$ cat config.mk
export PLATFORM = sky130hd
export DESIGN_NAME = slip_frame_encoder
export DESIGN_NICKNAME = d
export VERILOG_FILES = /design/src/slip_pkg.sv /design/src/slip_front.sv /design/src/slip_queue.sv /design/src/slip_back.sv /design/src/slip_frame_encoder.sv
export SDC_FILE = /design/constraint.sdc
export NUM_CORES = 1
export LEC_CHECK = 0
export ABC_AREA = 0
export BUFFER_PORTS_ARGS = -buffer_cell sky130_fd_sc_hd__buf_2
export CAP_MARGIN = 20
export CORE_ASPECT_RATIO = 1.2
export CORE_MARGIN = 2
export CORE_UTILIZATION = 39
export CTS_BUF_LIST = sky130_fd_sc_hd__clkbuf_2
export DETAILED_ROUTE_END_ITERATION = 16
export SLEW_MARGIN = 20
export SYNTH_ARGS = -nofsm -noshare
export SYNTH_HDL_FRONTEND = slang
export SYNTH_SLANG_ARGS = --single-unit
$ cat constraint.sdc
create_clock -name clk -period 3.85 [get_ports clk]
set_clock_uncertainty 0.1 [all_clocks]
set_input_delay 0.385 -clock clk [delete_from_list [all_inputs] [get_ports clk]]
set_output_delay 0.385 -clock clk [all_outputs]
set_load 0.02 [all_outputs]
$ cat src/slip_pkg.sv
// Shared types and constants for the SLIP frame encoder.
`timescale 1ns / 1ps
package slip_pkg;

	// Configuration register indexes
	typedef enum logic [1:0] {
		REG_START_BYTE  = 2'd0,
		REG_END_BYTE    = 2'd1,
		REG_ESCAPE_BYTE = 2'd2,
		REG_ESCAPE_MASK = 2'd3
	} reg_idx_t;

	// Reset values of the special bytes
	localparam logic [7:0] START_BYTE_RST  = 8'd192;
	localparam logic [7:0] END_BYTE_RST    = 8'd192;
	localparam logic [7:0] ESCAPE_BYTE_RST = 8'd219;
	localparam logic [7:0] ESCAPE_MASK_RST = 8'd32;

	// Most line bytes one input beat can produce
	localparam int unsigned MAX_RUN = 4;
	localparam int unsigned RUN_IW  = $clog2(MAX_RUN);

	// Queue depth between classifier and emitter
	localparam int unsigned Q_DEPTH = 2;
	localparam int unsigned Q_AW    = $clog2(Q_DEPTH);
	localparam int unsigned Q_CW    = $clog2(Q_DEPTH + 1);

	// One classified input beat: its line bytes in order
	typedef struct packed {
		logic [MAX_RUN-1:0][7:0] bytes;
		logic [RUN_IW-1:0]       last_idx;
		logic                    done;
	} run_t;

endpackage

$ cat src/slip_front.sv
// Front end: configuration registers and classification of each input beat.
`timescale 1ns / 1ps
module slip_front (
	input  logic                 clk,
	input  logic                 arst_n,
	input  logic                 cfg_we,
	input  logic [1:0]           cfg_idx,
	input  logic [7:0]           cfg_data,
	input  logic [7:0]           payload_byte,
	input  logic                 frame_first,
	input  logic                 frame_last,
	input  logic                 empty_frame,
	output slip_pkg::run_t       run
);
	import slip_pkg::*;

	logic [7:0] start_q, end_q, escape_q, mask_q;
	logic       esc;
	logic [RUN_IW:0] pos;

	// Configuration registers
	always_ff @(posedge clk or negedge arst_n) begin
		if (!arst_n) begin
			start_q  <= START_BYTE_RST;
			end_q    <= END_BYTE_RST;
			escape_q <= ESCAPE_BYTE_RST;
			mask_q   <= ESCAPE_MASK_RST;
		end else if (cfg_we) begin
			unique case (reg_idx_t'(cfg_idx))
				REG_START_BYTE:  start_q  <= cfg_data;
				REG_END_BYTE:    end_q    <= cfg_data;
				REG_ESCAPE_BYTE: escape_q <= cfg_data;
				REG_ESCAPE_MASK: mask_q   <= cfg_data;
				default: ;
			endcase
		end
	end

	// Payload hits any special byte -> needs escaping
	assign esc = (payload_byte == start_q) || (payload_byte == end_q) ||
		(payload_byte == escape_q);

	// Lay out the run of line bytes for this beat
	always_comb begin
		run.bytes = '0;
		pos       = '0;
		if (empty_frame) begin
			run.bytes[0] = start_q;
			run.bytes[1] = end_q;
			pos          = (RUN_IW+1)'(2);
			run.done     = 1'b1;
		end else begin
			if (frame_first) begin
				run.bytes[0] = start_q;
				pos          = pos + 1'b1;
			end
			if (esc) begin
				run.bytes[pos[RUN_IW-1:0]]        = escape_q;
				run.bytes[pos[RUN_IW-1:0] + 1'b1] = payload_byte ^ mask_q;
				pos                               = pos + (RUN_IW+1)'(2);
			end else begin
				run.bytes[pos[RUN_IW-1:0]] = payload_byte;
				pos                        = pos + 1'b1;
			end
			if (frame_last) begin
				run.bytes[pos[RUN_IW-1:0]] = end_q;
				pos                        = pos + 1'b1;
			end
			run.done = frame_last;
		end
		run.last_idx = RUN_IW'(pos - 1'b1);
	end

endmodule

$ cat src/slip_queue.sv
// Short queue of classified runs between front end and emitter.
`timescale 1ns / 1ps
module slip_queue (
	input  logic           clk,
	input  logic           arst_n,
	input  logic           push,
	input  slip_pkg::run_t push_run,
	output logic           full,
	input  logic           pop,
	output logic           head_valid,
	output slip_pkg::run_t head_run
);
	import slip_pkg::*;

	run_t             mem [Q_DEPTH];
	logic [Q_AW-1:0]  wr_ptr_q, rd_ptr_q;
	logic [Q_CW-1:0]  cnt_q;

	assign full       = (cnt_q == Q_CW'(Q_DEPTH));
	assign head_valid = (cnt_q != '0);
	assign head_run   = mem[rd_ptr_q];

	// Storage
	always_ff @(posedge clk) begin
		if (push)
			mem[wr_ptr_q] <= push_run;
	end

	// Pointers and fill count
	always_ff @(posedge clk or negedge arst_n) begin
		if (!arst_n) begin
			wr_ptr_q <= '0;
			rd_ptr_q <= '0;
			cnt_q    <= '0;
		end else begin
			if (push)
				wr_ptr_q <= wr_ptr_q + 1'b1;
			if (pop)
				rd_ptr_q <= rd_ptr_q + 1'b1;
			if (push && !pop)
				cnt_q <= cnt_q + 1'b1;
			else if (pop && !push)
				cnt_q <= cnt_q - 1'b1;
		end
	end

endmodule

$ cat src/slip_back.sv
// Emitter: walks each queued run and drives one line byte per beat.
`timescale 1ns / 1ps
module slip_back (
	input  logic           clk,
	input  logic           arst_n,
	input  logic           head_valid,
	input  slip_pkg::run_t head_run,
	output logic           pop,
	output logic           m_tvalid,
	input  logic           m_tready,
	output logic [7:0]     m_tdata,
	output logic           m_tlast,
	output logic           m_tuser
);
	import slip_pkg::*;

	logic [RUN_IW-1:0] idx_q;
	logic              load, at_end;
	logic              valid_q, last_q, done_q;
	logic [7:0]        data_q;

	assign load   = head_valid && (!valid_q || m_tready);
	assign at_end = (idx_q == head_run.last_idx);
	assign pop    = load && at_end;

	// Position inside the current run
	always_ff @(posedge clk or negedge arst_n) begin
		if (!arst_n) begin
			idx_q <= '0;
		end else if (load) begin
			idx_q <= at_end ? '0 : idx_q + 1'b1;
		end
	end

	// Output register
	always_ff @(posedge clk or negedge arst_n) begin
		if (!arst_n) begin
			valid_q <= 1'b0;
		end else if (load) begin
			valid_q <= 1'b1;
		end else if (m_tready) begin
			valid_q <= 1'b0;
		end
	end

	always_ff @(posedge clk) begin
		if (load) begin
			data_q <= head_run.bytes[idx_q];
			last_q <= at_end;
			done_q <= at_end && head_run.done;
		end
	end

	assign m_tvalid = valid_q;
	assign m_tdata  = data_q;
	assign m_tlast  = last_q;
	assign m_tuser  = done_q;

`ifndef SYNTH
	// Frame end byte is always the last byte of its run
	a_done_is_last: assert property (@(posedge clk) disable iff (!arst_n)
		m_tvalid && m_tuser |-> m_tlast)
		else $error("frame end flagged on a byte that is not last of its run");

	// Run position never passes the run length
	a_idx_in_run: assert property (@(posedge clk) disable iff (!arst_n)
		head_valid |-> idx_q <= head_run.last_idx)
		else $error("run position beyond last byte");

	// No run in progress when the queue is empty
	a_idx_idle: assert property (@(posedge clk) disable iff (!arst_n)
		!head_valid |-> idx_q == '0)
		else $error("run position nonzero with empty queue");

	// Popping a run restarts the position
	a_pop_restart: assert property (@(posedge clk) disable iff (!arst_n)
		pop |=> idx_q == '0)
		else $error("position not cleared after a run");
`endif

endmodule

$ cat src/slip_frame_encoder.sv
// Top level of the SLIP frame encoder.
// Encodes one payload beat per accepted input into one to four line bytes:
// start byte ahead of a first byte, escape byte plus masked byte for a
// payload equal to any special byte, end byte after a last byte. The output
// runs at one line byte per cycle while m_tready allows, set by the output
// register. A two-entry queue of classified beats lets input accept while
// earlier bytes still drain, so input is back-pressured only when two beats
// wait. Config writes take effect on the next accepted beat and are meant
// to occur while idle. An empty frame beat gives only start and end byte.
`timescale 1ns / 1ps
module slip_frame_encoder (
	input  logic       clk,
	input  logic       arst_n,
	// configuration write port
	input  logic       cfg_we,
	input  logic [1:0] cfg_idx,
	input  logic [7:0] cfg_data,
	// input stream
	input  logic       s_tvalid,
	output logic       s_tready,
	input  logic [7:0] s_tdata,   // [7:0] payload_byte
	input  logic       s_tlast,   // frame_last
	input  logic [1:0] s_tuser,   // [0] frame_first, [1] empty_frame
	// output stream
	output logic       m_tvalid,
	input  logic       m_tready,
	output logic [7:0] m_tdata,   // [7:0] line_byte
	output logic       m_tlast,   // run_last
	output logic       m_tuser    // [0] frame_done
);
	import slip_pkg::*;

	run_t in_run, head_run;
	logic full, push, pop, head_valid;

	assign s_tready = !full;
	assign push     = s_tvalid && !full;

	slip_front u_front (
		.clk          (clk),
		.arst_n       (arst_n),
		.cfg_we       (cfg_we),
		.cfg_idx      (cfg_idx),
		.cfg_data     (cfg_data),
		.payload_byte (s_tdata),
		.frame_first  (s_tuser[0]),
		.frame_last   (s_tlast),
		.empty_frame  (s_tuser[1]),
		.run          (in_run)
	);

	slip_queue u_queue (
		.clk        (clk),
		.arst_n     (arst_n),
		.push       (push),
		.push_run   (in_run),
		.full       (full),
		.pop        (pop),
		.head_valid (head_valid),
		.head_run   (head_run)
	);

	slip_back u_back (
		.clk        (clk),
		.arst_n     (arst_n),
		.head_valid (head_valid),
		.head_run   (head_run),
		.pop        (pop),
		.m_tvalid   (m_tvalid),
		.m_tready   (m_tready),
		.m_tdata    (m_tdata),
		.m_tlast    (m_tlast),
		.m_tuser    (m_tuser)
	);

endmodule

* Word level (Yosys, flattened, before mapping)
Memories as Yosys holds them, arrays and structs flattened. Cells that the tools add are included.
Operators by class: add/sub/neg operators 10, magnitude comparators 7, eq/ne operators 8, mux-type cells 33, bitwise gates (word level) 1, reductions and logical operators 24
Operators by type and width (count):
- $bwmux W32 | 4
- $mux W32 | 3
- $demux W8 S2 | 3
- $mux W8 | 6
- $mux W16 | 2
- $eq A8 B8 Y1 | 3
- $bmux W8 S2 | 1
- $mux W2 | 8
- $lt A2 B3 Y1 const B | 4
- $add A2 B1 Y2 const B | 5
- $logic_and A1 B1 Y1 | 9
- $reduce_and A2 Y1 | 4
- $xor A8 B8 Y8 | 1
- $eq A2 B2 Y1 const B | 3
- $ge A2 B1 Y1 const B | 3
- $mux W1 | 6
- $reduce_bool A2 Y1 | 3
- $logic_not A1 Y1 | 4
- $sub A2 B1 Y2 const B | 2
- $logic_or A1 B1 Y1 | 3
- $add A1 B1 Y1 const B | 2
- $add A2 B2 Y2 const B | 1
- $eq A2 B1 Y1 const B | 1
- $eq A2 B2 Y1 | 1
- $logic_not A2 Y1 | 1
Word-level totals: register bits after elaboration 49, bits in writable memories 70, bits of input ports 26, output and inout port bits 12, word-level logic and storage cells 96, memories kept 1
Memories:
- u_queue.mem | depth 2, width 35, rd ports 1, clocked after Yosys merged registers in 0, write ports 1, line slip_queue.sv:15 | run_t mem [Q_DEPTH];

* Longest topological paths before layout
depth in word-level cells 13, mapped depth 12, mapped depth without buffers 10

* By module
Synthesis repeated with hierarchy kept, for this count alone.
Unflattened totals: cells, all modules 424, area, all modules 6168.4 µm²
Modules (own cells, without submodules):
- slip_queue | times used 1, cells an instance 125, area an instance 2865.2 µm², seq. area each 2202.1 µm²
- slip_front | times used 1, cells an instance 257, area an instance 2605.0 µm², seq. area each 814.5 µm²
- slip_back | times used 1, cells an instance 40, area an instance 688.2 µm², seq. area each 375.4 µm²
- slip_frame_encoder | times used 1, cells an instance 2, area an instance 10.0 µm², seq. area each 0.0 µm²

* Worst setup path after synthesis
OpenSTA, ideal clock, no wires.
kind reg2reg, start reg u_queue.cnt_q[0], end mem u_queue.mem[0][0] (netlist name) (enable), library setup time 427 ps, data arrival time 2285 ps, data required time 3323 ps, slack 1038 ps, cell stages (with the launch flop) 4, path buffers 0, period minus slack after synthesis 2812 ps, cells stage by stage dfrtp_1 -> nand2b_1 -> nand2_1 -> nor2_1
Between the ends: cells in the longest elaborated chain, start to end 5
Ends and longest elaborated chain:
- start: declaration | line slip_queue.sv:17 | logic [Q_CW-1:0] cnt_q;
- start signal: assignment | line slip_queue.sv:41 | cnt_q <= cnt_q + 1'b1;
- start signal: assignment | line slip_queue.sv:43 | cnt_q <= cnt_q - 1'b1;
- $eq A2 B2 Y1 | line slip_queue.sv:19 | assign full = (cnt_q == Q_CW'(Q_DEPTH));
- $logic_not A1 Y1
- named net s_tready | line slip_frame_encoder.sv:20 | output logic s_tready,
- $logic_and A1 B1 Y1 | line slip_frame_encoder.sv:37 | assign push = s_tvalid && !full;
- $mux W1 | line slip_queue.sv:25 | if (push)
- $mux W1 (implied by the code) | line slip_queue.sv:26 | mem[wr_ptr_q] <= push_run;
- end: declaration | line slip_queue.sv:15
The timed path passes the listed nets, and every way through them passes these cells.

==> summary.txt <==
Outcome: finished clean
CP bufs+invs: 1
Drt first pass iters: 4
Worst hold path type: input port to register
Clock Sink Count: 119
Final Cell Area: 0.00655 mm2
Slew headroom: 39.5%
Routed WL: 11.8 mm
Global Route Usage Sum: 16.2%
Post-route minimum period: 3.31 ns
CP Capture Type: register
Largest net degree at the start of global routing: 40
Antenna-violating nets left: 0
Type of the worst setup path: register to register
R2r endpoint: u_queue.mem[0][9]
Switching share of total power: 32.2%
RD Place Congestion: 0.876
DRT iter0 DRCs: 361
Vias in the first global route: 3496
Int Pwr: 2.73 mW
H-Tree Depth: 4
FF-to-FF Start: u_front.end_q[6]
Setup crit start kind: register
Syn nets: 430
HP Start: cfg_idx[0]
Antenna violations before repair: 1
Starting Density: 39.5%
Psw: 1.29 mW
Register area share after synthesis: 57.8%
Port buffer count: 37
Site Rows: 49
Number of vias per cell: 5.22
Clock share of power: 20.5%
Crit-path leading delay family: simple AND/OR/NAND/NOR gates
Fin crit share: 85.9%
Synthesized area: 0.00587 mm2
Slowest CP cell: dfstp_2
Worst-path clk slew: 0.19 ns
Remaining DRCs: 0
Worst hold slack: 0.106 ns
Postcts setup bufs: 0
Boundary Pins: 38
Synth warn: 0
Via count: 3481
Syn avg cell area: 14.7 um2
CTS Hold Buffers Added: 12
Grt ovf: 0
Most common cell after layout, fill and taps aside: edfxtp_1
Final Setup Violations: 0
FF+latch count, synth: 119
CTS Buf Count: 17
Die footprint: 0.0160 mm2
Final Hold Viols: 0
Worst-path cell chain: xor2_1 -> nor4_1 -> nand2_1 -> nand3_2 -> inv_2 -> ha_1 -> a31oi_1 -> nand4_1 -> o221ai_1
VDD IR max: 0.385 mV
WL met3: 578 um
Die width: 116 um
Setup TNS Final: 0 ns
Leakage: 2.43 nW
Avg WL per Cell: 17.7 um
Final setup margin: 0.544 ns
NumNets Final: 479
Post-synthesis to final-layout area growth: 11.7%
Hpwl dp: 8.52 mm
Reg power frac: 50.8%
Distinct cells, synth: 45
Core area: 0.0148 mm2
Power Density: 614 mW/mm2
Crit-path max FO: 10
Worst EP arrival: 3.66 ns
# fillers: 1391
Hold path depth: 3
Max_cap viols: 0
Hold Path Sink: u_front.start_q[1]
Wire length on met1: 5.38 mm
Root buf cell: clkbuf_2
Post_cts resized: 0
Least-Margin Pin Slew: 0.908 ns
Dpl ws: 0.491 ns
Crit path largest cell delay: 0.65 ns
Cells after Synth: 400
Die H: 138 um
Number of synthesized flops with an enable pin: 80
Share of post-route cells with drive strength above 1: 32.3%
Worst skew pair latency: 0.68 ns
Fmax achieved: 0.302 GHz
Req. time, crit path: 4.21 ns
CTS max path bufs: 2
DR top layer: met4
Reg2reg setup slack: 0.54 ns
Worst r2r path cells: 9
Met2 wire length: 5.71 mm
CTS tree: built
Primary FF master, synth: edfxtp_1
Area after DPL: 0.00618 mm2
Global-route wire length before repair: 19.5 mm
Most frequent cells in the layout: edfxtp_1 (80), mux2_2 (40), buf_2 (37)
RSZ-0062 raised after global routing: false
Part of the power in combinational logic: 28.7%
Slew Limit Fails: 0
Async set or reset register ratio after synthesis: 32.8%
power groups by stage:
stage	clock network, mW	registers (mW)	logic (mW)
floorplan	0	2.04	0.854
global placement	0	2.06	1.14
detailed placement	0	2.08	1.16
CTS	0.858	2.05	1.18
global route	0.923	2.09	1.27
finish	0.826	2.04	1.15
metal layers:
metal,vias up,global-route usage (%)
met3,15,4.52
met1,1723,22.9
li1,1650,-
met4,0,4.89
met5,-,0
met2,93,24.3
cells in the mapped netlist (9+ instances only):
library cell / number / area [um2]
and2_1: 12 / 75.1
dfrtp_1: 28 / 701
dfstp_2: 11 / 289
edfxtp_1: 80 / 2400
mux2_2: 40 / 450
mux2i_1: 20 / 200
mux4_2: 16 / 360
nand2_1: 16 / 60.1
nand2b_1: 9 / 56.3
nand3_1: 9 / 45.0
o211ai_1: 16 / 120
xor2_1: 34 / 298
worst min-delay path, cell delays in order:
cell,delay [ns]
buf_2,0.11
nor3b_2,0.12
mux2_2,0.25
cell type report:
cell class	instances	area (um2)	area share (%)
flip-flops and latches	119	3390	51.8
diodes	1	2.50	0.0382
clock inverters	14	159	2.43
well taps	204	255	3.90
multi-input cells	250	2280	34.8
clock buffers	18	90.1	1.37
inverters	5	18.8	0.286
repair buffers	56	358	5.46
flip-flops by register name, summed over array words and instances, names as in the netlist:
signal,count
u_queue.mem,70
u_back.m_tdata,8
u_front.end_q,8
u_front.escape_q,8
u_front.mask_q,8
u_front.start_q,8
u_back.idx_q,2
u_queue.cnt_q,2
u_back.m_tlast,1
u_back.m_tuser,1
u_back.m_tvalid,1
u_queue.rd_ptr_q,1
u_queue.wr_ptr_q,1
metrics by stage:
| step | util (%) | power [mW] | std cells |
|---|---|---|---|
| 5_1_grt | 44.2 | 4.29 | 667 |
| 6_report | 44.2 | 4.02 | 667 |
| 3_3_place_gp | 41.7 | 3.21 | 622 |
| 4_1_cts | 44.1 | 4.08 | 666 |
| 3_5_place_dp | 41.7 | 3.24 | 622 |
| 2_1_floorplan | - | 2.89 | 400 |
cells by family after synthesis:
family                   synth area share, %
buffers and inverters                   3.39
flip-flops                              57.8
adder cells (fa/ha/maj)                0.853
XOR/XNOR                                5.97
multiplexers                            17.2
AND/OR/NAND/NOR                         7.83
AO/OA/AOI/OAI                           6.89
worst max path at each step:
stage	to	cells after the start	from	slack, ns
3_3_place_gp	u_queue.mem[0][9]	10	s_tdata[2]	0.60
4_1_cts	u_queue.mem[0][9]	9	u_front.end_q[6]	0.54
6_report	u_queue.mem[0][9]	9	u_front.end_q[6]	0.54
5_1_grt	u_queue.mem[0][10]	9	u_front.end_q[7]	0.32
3_5_place_dp	u_queue.mem[1][9]	10	s_tdata[2]	0.49
2_1_floorplan	u_queue.mem[0][0]	3	u_queue.cnt_q[0]	1.04
(Power assumes the default switching activity.)
